`src/design/mchs_pkg.sv`:
```
// ----------------------------------------------------------------------------
// mchs_pkg: shared definitions for the heartbeat supervisor
// Command codes, client count, timeout reset value and word layouts.
// ----------------------------------------------------------------------------
`default_nettype none

package mchs_pkg;

  localparam int CLIENT_COUNT = 8;   // supported range 1 to 16

  localparam int TICK_W    = 32;
  localparam int TIMEOUT_W = 16;
  localparam int CMD_W     = 3;
  localparam int CLIENT_W  = 4;

  localparam logic [TIMEOUT_W-1:0] TIMEOUT_RESET = 16'd5000;

  localparam logic [CMD_W-1:0] CMD_TICK   = 3'd0;
  localparam logic [CMD_W-1:0] CMD_INIT   = 3'd1;
  localparam logic [CMD_W-1:0] CMD_NOTIFY = 3'd2;
  localparam logic [CMD_W-1:0] CMD_CHECK  = 3'd3;
  localparam logic [CMD_W-1:0] CMD_FEED   = 3'd4;

  // Client count as a value comparable with a client id (one bit wider).
  localparam logic [CLIENT_W:0] CLIENT_LIMIT = (CLIENT_W + 1)'(CLIENT_COUNT);

  localparam int IN_DATA_W  = 8;
  localparam int OUT_DATA_W = 40;

  typedef logic [CLIENT_COUNT-1:0][TICK_W-1:0] hb_vec_t;

  // First field in the highest bits.
  typedef struct packed {
    logic [CLIENT_W-1:0] client;
    logic [CMD_W-1:0]    cmd;
  } in_item_t;

  typedef struct packed {
    logic [TICK_W-1:0] last_feed_time;
    logic              is_initialized;
    logic              clients_alive;
    logic              fed;
  } result_t;

  // Input register contents handed to the core.
  typedef struct packed {
    logic     valid;
    in_item_t item;
  } stage_t;

endpackage

`default_nettype wire

```
`src/design/mchs_in_stage.sv`:
```
// ----------------------------------------------------------------------------
// mchs_in_stage: input word register
// Holds one accepted command word until the core takes it.
// ----------------------------------------------------------------------------
`default_nettype none

module mchs_in_stage import mchs_pkg::*; (
  input  wire logic     clk,
  input  wire logic     rst,
  input  wire logic     s_tvalid,
  input  wire in_item_t s_item,
  output logic          s_tready,
  input  wire logic     take,
  output stage_t        stage
);

  logic     valid;
  in_item_t item;

  // Accept whenever the register is empty or being drained this cycle.
  assign s_tready = !valid || take;

  always_ff @(posedge clk) begin
    if (rst) begin
      valid <= 1'b0;
    end else if (s_tready) begin
      valid <= s_tvalid;
    end
  end

  always_ff @(posedge clk) begin
    if (s_tvalid && s_tready) begin
      item <= s_item;
    end
  end

  assign stage.valid = valid;
  assign stage.item  = item;

endmodule

`default_nettype wire

```
`src/design/mchs_age_check.sv`:
```
// ----------------------------------------------------------------------------
// mchs_age_check: parallel heartbeat age comparison
// Flags whether every client's wrap-safe age is within the timeout.
// ----------------------------------------------------------------------------
`default_nettype none

module mchs_age_check import mchs_pkg::*; (
  input  wire logic [TICK_W-1:0]    now_ticks,
  input  wire hb_vec_t              heartbeat_times,
  input  wire logic [TIMEOUT_W-1:0] timeout_ms,
  output logic                      all_ok
);

  logic [CLIENT_COUNT-1:0] late;

  always_comb begin
    for (int i = 0; i < CLIENT_COUNT; i++) begin
      late[i] = (now_ticks - heartbeat_times[i]) >
                {{(TICK_W-TIMEOUT_W){1'b0}}, timeout_ms};
    end
  end

  assign all_ok = ~|late;

endmodule

`default_nettype wire

```
`src/design/mchs_core.sv`:
```
// ----------------------------------------------------------------------------
// mchs_core: supervisor state and result register
// Apply one command per cycle to tick, stamp and feed state unless stalled.
// ----------------------------------------------------------------------------
`default_nettype none

module mchs_core import mchs_pkg::*; (
  input  wire logic                 clk,
  input  wire logic                 rst,
  input  wire logic                 cfg_we,
  input  wire logic [TIMEOUT_W-1:0] cfg_data,
  input  wire stage_t               stage,
  output logic                      take,
  output logic                      m_tvalid,
  input  wire logic                 m_tready,
  output result_t                   m_result
);

  logic [TIMEOUT_W-1:0] timeout_ms;
  logic [TICK_W-1:0]    now_ticks, now_ticks_next;
  hb_vec_t              heartbeat_times, heartbeat_times_next;
  logic                 started, started_next;
  logic [TICK_W-1:0]    feed_time, feed_time_next;
  logic                 all_ok;
  result_t              result_next;

  mchs_age_check u_age (
    .now_ticks       (now_ticks),
    .heartbeat_times (heartbeat_times),
    .timeout_ms      (timeout_ms),
    .all_ok          (all_ok)
  );

  // Advance when a word waits and the result slot is free or draining.
  assign take = stage.valid && (!m_tvalid || m_tready);

  always_comb begin
    now_ticks_next       = now_ticks;
    heartbeat_times_next = heartbeat_times;
    started_next         = started;
    feed_time_next       = feed_time;
    result_next.fed           = 1'b0;
    result_next.clients_alive = 1'b0;
    case (stage.item.cmd)
      CMD_TICK: begin
        now_ticks_next = now_ticks + 1'b1;
      end
      CMD_INIT: begin
        if (!started) begin
          for (int i = 0; i < CLIENT_COUNT; i++) begin
            heartbeat_times_next[i] = now_ticks;
          end
          feed_time_next  = now_ticks;
          started_next    = 1'b1;
          result_next.fed = 1'b1;
        end
      end
      CMD_NOTIFY: begin
        if ({1'b0, stage.item.client} < CLIENT_LIMIT) begin
          for (int i = 0; i < CLIENT_COUNT; i++) begin
            if ({1'b0, stage.item.client} == (CLIENT_W + 1)'(i)) begin
              heartbeat_times_next[i] = now_ticks;
            end
          end
        end
      end
      CMD_CHECK: begin
        if (started && all_ok) begin
          result_next.fed           = 1'b1;
          result_next.clients_alive = 1'b1;
          feed_time_next            = now_ticks;
        end
      end
      CMD_FEED: begin
        if (started) begin
          result_next.fed = 1'b1;
          feed_time_next  = now_ticks;
        end
      end
      default: begin
      end
    endcase
    result_next.is_initialized = started_next;
    result_next.last_feed_time = feed_time_next;
  end

  always_ff @(posedge clk) begin
    if (rst) begin
      timeout_ms <= TIMEOUT_RESET;
    end else if (cfg_we) begin
      timeout_ms <= cfg_data;
    end
  end

  always_ff @(posedge clk) begin
    if (rst) begin
      now_ticks       <= '0;
      heartbeat_times <= '0;
      started         <= 1'b0;
      feed_time       <= '0;
    end else if (take) begin
      now_ticks       <= now_ticks_next;
      heartbeat_times <= heartbeat_times_next;
      started         <= started_next;
      feed_time       <= feed_time_next;
    end
  end

  always_ff @(posedge clk) begin
    if (rst) begin
      m_tvalid <= 1'b0;
    end else if (!m_tvalid || m_tready) begin
      m_tvalid <= stage.valid;
    end
  end

  always_ff @(posedge clk) begin
    if (take) begin
      m_result <= result_next;
    end
  end

  a_alive_feeds : assert property (@(posedge clk) disable iff (rst)
    m_tvalid && m_result.clients_alive |-> m_result.fed)
    else $error("clients alive reported without a feed");

  a_feed_stamps_now : assert property (@(posedge clk) disable iff (rst)
    take && result_next.fed |=> m_result.last_feed_time == $past(now_ticks))
    else $error("feed did not record the current tick");

  a_started_sticks : assert property (@(posedge clk) disable iff (rst)
    started |=> started)
    else $error("initialized flag dropped");

  a_tick_advances : assert property (@(posedge clk) disable iff (rst)
    take && stage.item.cmd == CMD_TICK |=> now_ticks == $past(now_ticks) + 1'b1)
    else $error("tick did not advance the counter");

endmodule

`default_nettype wire

```
`src/design/multi_client_heartbeat_supervisor.sv`:
```
// ----------------------------------------------------------------------------
// multi_client_heartbeat_supervisor: watchdog manager for several clients
// Keeps a tick counter and a heartbeat stamp per client; feeds on command.
// ----------------------------------------------------------------------------
// Usage
//   Slave stream carries one command word per handshake: tick, init, notify
//   a client, check and feed, or direct feed. Every word yields exactly one
//   result word on the master stream: fed pulse, all-alive flag,
//   initialized flag and the tick count of the most recent feed.
//   cfg_we/cfg_data write the 16-bit timeout (largest allowed heartbeat age
//   in ticks); write it only while no word is in flight. Reset value 5000.
//   An accepted word enters the input register, and its result is then
//   registered in the result register, from which the master side takes
//   it. Throughput: one word per cycle while m_tready keeps the result
//   stream draining, set by the single pass through the eight parallel
//   age compares between the two registers.
//   Reset (rst, synchronous): counter, stamps and feed time clear to zero,
//   not initialized, both stages empty, timeout back to 5000.
//   Stall: while a result waits on m_tready one further word is still taken
//   into the input register; after that s_tready drops until the result
//   drains. No word is lost or repeated.
// ----------------------------------------------------------------------------
`default_nettype none

module multi_client_heartbeat_supervisor import mchs_pkg::*; (
  input  wire logic                  clk,
  input  wire logic                  rst,
  // timeout_ms register
  input  wire logic                  cfg_we,
  input  wire logic [TIMEOUT_W-1:0]  cfg_data,
  // command stream
  input  wire logic                  s_tvalid,
  output logic                       s_tready,
  input  wire logic [IN_DATA_W-1:0]  s_tdata,   // [2:0] cmd, [6:3] client, [7] zero
  // result stream
  output logic                       m_tvalid,
  input  wire logic                  m_tready,
  output logic [OUT_DATA_W-1:0]      m_tdata    // [0] fed, [1] clients_alive,
                                                // [2] is_initialized,
                                                // [34:3] last_feed_time, rest zero
);

  in_item_t s_item;
  stage_t   stage;
  logic     take;
  result_t  m_result;

  // Unpack the command word; the pad bit is dropped.
  assign s_item = in_item_t'(s_tdata[$bits(in_item_t)-1:0]);

  // Hold one command word until the core is free to take it.
  mchs_in_stage u_in (
    .clk      (clk),
    .rst      (rst),
    .s_tvalid (s_tvalid),
    .s_item   (s_item),
    .s_tready (s_tready),
    .take     (take),
    .stage    (stage)
  );

  // Apply the command to the supervisor state and register the result.
  mchs_core u_core (
    .clk      (clk),
    .rst      (rst),
    .cfg_we   (cfg_we),
    .cfg_data (cfg_data),
    .stage    (stage),
    .take     (take),
    .m_tvalid (m_tvalid),
    .m_tready (m_tready),
    .m_result (m_result)
  );

  // Pad the result word up to whole bytes.
  assign m_tdata = {{(OUT_DATA_W - $bits(result_t)){1'b0}}, m_result};

endmodule

`default_nettype wire
```
`config.mk`:
```
export PLATFORM = sky130hd
export DESIGN_NAME = multi_client_heartbeat_supervisor
export DESIGN_NICKNAME = d
export VERILOG_FILES = /design/src/design/mchs_pkg.sv /design/src/design/mchs_in_stage.sv /design/src/design/mchs_age_check.sv /design/src/design/mchs_core.sv /design/src/design/multi_client_heartbeat_supervisor.sv
export SDC_FILE = /design/constraint.sdc
export NUM_CORES = 2
export LEC_CHECK = 0
export ABC_AREA = 1
export BUFFER_PORTS_ARGS = -buffer_cell sky130_fd_sc_hd__buf_2
export CORE_AREA = 3 3 359 361
export DETAILED_ROUTE_END_ITERATION = 10
export DIE_AREA = 0 0 362 364
export PLACE_DENSITY = 0.42
export SYNTH_ARGS = -nofsm -noshare
export SYNTH_HDL_FRONTEND = slang
export SYNTH_SLANG_ARGS = --single-unit
```
`constraint.sdc`:
```
create_clock -name clk -period 5.1 [get_ports clk]
set_input_delay 0.51 -clock clk [delete_from_list [all_inputs] [get_ports clk]]
set_output_delay 0.51 -clock clk [all_outputs]
set_load 0.02 [all_outputs]
```
==> impl_metrics.toml <==
[logic_synthesis]
yosys_warnings = 0
ys_seq_elements = 381
synth-edff-count = 42
synth-main-ff-cell = "sky130_fd_sc_hd__dfxtp_1"
postSynthCellCount = 6419
mappedNetlistArea_mm2 = 0.0376
synthesis.area_per_instance_um2 = 5.86
synth_cell_type_count = 49
asyncSetResetFlopFracSynth = 0
ys_seq_area_frac = 0.214

[power]
power.static_leakage_nw = 23.3
maximum_vdd_drop_mv = 0.265
p_per_area_mw_per_mm2 = 267

[placement]
port_buffers = 64
place_congestion = 0.954
pre_cts_slack_ns = 0.316
dp.cells = 8151
dp.final_hpwl_um = 132000

[worst_setup_path]
critPathLaunchType = "register"
timing.critical_path.slowest_cell_delay_ns = 0.36
timing.critical_path.fanout_max = 14
cp.required_ns = 5.50
critPathCaptureType = "register"
ff2ff_path_depth = 34
path_common_cell = "sky130_fd_sc_hd__nand2_1"
critPathArrivalTime_ns = 5.15
cp_slowest_cell = "sky130_fd_sc_hd__ha_1"
crit_type = "reg -> reg"

[routing]
detail-route-antenna-nets = 0
via_count = 39000
dr.first_iter.drc_count = 2033
final_wirelength_um = 160000
vias_per_cell = 4.72
drt_pre_antenna_iters = 5
drc = 0
wire_per_inst_um = 19.3

[layout]
number_of_cells_in_the_finished_layout_apart_from_fillers = 8262
n_fill_cell = 14400
final_net_count = 6979
fin_util = 0.343
layout-drive-gt1-share = 0.0753
layout_area_growth_over_synthesis_pct = 14.6

[sta]
finClkSkew_ns = 0.0287
setup_repair_after_global_routing_missed_its_margin = "false"
worst_max_slew_margin_expressed_relative_to_the_limit = 0.162
report.final.slew_viol_count = 0
timing.final.ws_setup_ns = 0.350
fin_setup_tns_ns = 0
post-route-period-util = 0.931
finalHoldViolCount = 0
timing.fmax_mhz = 211
post-route-min-period_ns = 4.75
max_slew.worst_pin.slew_ns = 1.26
setup_viol = 0

[worst_hold_path]
holdCritPathClass = "in -> reg"
hold_path_depth = 3

[cts]
clkSlewWorstSetupHoldPaths_ns = 0.06
numCtsBuffers = 53
cts_tree = "yes"
htreeDepth = 2
cts.path.max_buffers = 3
clkSinkCount = 381
cts_root_buffer = "sky130_fd_sc_hd__clkbuf_16"
insertion_delay_ns = 0.67

[floorplanning]
die_area_mm2 = 0.132
dieHeight_um = 364
chipWidth_um = 362
core_region_area_mm2 = 0.126
pin_count = 71
initial_utilization = 0.299
row_count = 130

[global_route]
grt_start_max_net_pins = 131
globalRoute.totalOverflow = 0
track_usage = 0.237
grt_first_pass_wirelength_um = 233000
via_count_of_the_first_global_routing_pass = 37800
initial_antenna_violation_count = 4

[flow_run]
maxCapViolations = 0

[outcome]
status = "finished, final reports clean"
==> layout by cell type (no fill, tap or decap), types with 33 or more instances in the layout <==
| master | Yosys | layout |
|---|---|---|
| sky130_fd_sc_hd__xor2_1 | 109 | 107 |
| sky130_fd_sc_hd__a21oi_2 | 33 | 34 |
| sky130_fd_sc_hd__a221oi_1 | 33 | 33 |
| sky130_fd_sc_hd__nand4_1 | 56 | 56 |
| sky130_fd_sc_hd__nand2_2 | 26 | 44 |
| sky130_fd_sc_hd__clkbuf_16 | 0 | 55 |
| sky130_fd_sc_hd__nand2_1 | 2056 | 2038 |
| sky130_fd_sc_hd__edfxtp_1 | 42 | 42 |
| sky130_fd_sc_hd__inv_1 | 1289 | 1289 |
| sky130_fd_sc_hd__nand3_1 | 323 | 321 |
| sky130_fd_sc_hd__nand3b_1 | 37 | 37 |
| sky130_fd_sc_hd__a21oi_1 | 526 | 524 |
| sky130_fd_sc_hd__buf_2 | 8 | 64 |
| sky130_fd_sc_hd__dfxtp_1 | 339 | 334 |
| sky130_fd_sc_hd__ha_1 | 377 | 374 |
| sky130_fd_sc_hd__nor3_1 | 44 | 44 |
| sky130_fd_sc_hd__nor2_1 | 425 | 408 |
| sky130_fd_sc_hd__o21ai_0 | 350 | 345 |
| sky130_fd_sc_hd__buf_4 | 7 | 148 |
==> cell families (layout without fill, tap and decap cells) <==
family | after synthesis | after routing | synth area share
and+or+nand+nor | 3050 | 3050 | 0.335
buffers and inverters | 1473 | 1660 | 0.149
AOI/OAI and AO/OA | 1008 | 1008 | 0.145
adders and majority gates | 385 | 385 | 0.130
DFF | 381 | 381 | 0.214
xor gates and xnor gates | 121 | 121 | 0.0282
other | 1 | 7 | 0.0000997
==> Yosys cell counts, drive strengths merged (37+ instances only) <==
cell type  number  area (µm²)
nand2        2083        7890
inv          1304        4890
nand4          58         375
nor2          449        1770
nand3         327        1660
a21oi         559        2920
dfxtp         339        6790
nand3b         37         278
nor3           57         357
ha            377        4720
xor2          109         955
edfxtp         42        1260
clkbuf        141         529
o21ai         354        1770
==> flip-flops by register name, summed over array words and instances, names as in the netlist <==
signal	flops
u_core.feed_time	32
u_core.heartbeat_times	256
u_core.m_result	35
u_core.m_tvalid	1
u_core.now_ticks	32
u_core.started	1
u_core.timeout_ms	16
u_in.stage	7
u_in.valid	1
==> cell type report <==
type,count,area [µm²],area share
diodes,2,5.00,0.000116
clock buffers,77,1510,0.0350
clock inverters,23,308,0.00714
inverters,1313,4940,0.115
multi-input cells,4569,24200,0.561
flip-flops and latches,381,8050,0.187
well taps,1650,2060,0.0479
repair buffers,247,2070,0.0479
==> where the power goes <==
part	internal, mW	switching, mW	leakage, nW
clock network	2.36	1.61	0.879
logic	1.37	2.99	19.2
registers	3.16	0.0470	3.16
total	6.88	4.64	23.3
==> worst max-delay path, delay by kind of cell, from the launching register on <==
kind                     cells  cell delay (ns)
XOR/XNOR                     1             0.18
adder cells (fa/ha/maj)      2             0.66
flip-flops                   1             0.34
buffers and inverters        8             0.89
AND/OR/NAND/NOR             23             2.39
==> path summary, 6_finish.rpt <==
kind,startpoint,end,slack (ns)
max,u_core.now_ticks[6]$_SDFFE_PP0P_,u_core.m_result[34]$_DFFE_PP_,0.35
min,cfg_data[7],u_core.timeout_ms[7]$_SDFFE_PP1P_,0.07
max reg2reg,u_core.now_ticks[6]$_SDFFE_PP0P_,u_core.m_result[34]$_DFFE_PP_,0.35
min reg2reg,u_core.heartbeat_times[199]$_SDFFE_PP0P_,u_core.heartbeat_times[199]$_SDFFE_PP0P_,0.46
==> layer usage <==
layer	GRT usage	vias to the layer above	routed length, µm
li1	-	20400	-
met1	0.284	17900	69000
met2	0.445	570	80500
met3	0.0178	190	4510
met4	0.0772	0	5510
met5	0	-	0
==> per-stage QoR <==
step                hold slack, ns  cell area (µm²)  total power, mW
floorplan                    0.433            37600             5.95
global placement             0.444            41100             7.56
detailed placement           0.451            41100             7.59
CTS                         0.0207            42900             11.7
global route                0.0516            43100             12.3
finish                      0.0749            43100             11.5
==> repair_timing <==
action | 4_1_cts | 5_1_grt
gates resized for setup | 0 | 45
hold buffers | 7 | 0
setup endpoints to repair | 0 | 64
setup buffers | 0 | 1
endpoints found under the hold margin | 7 | 0
Power figures use the tool's default switching activity.
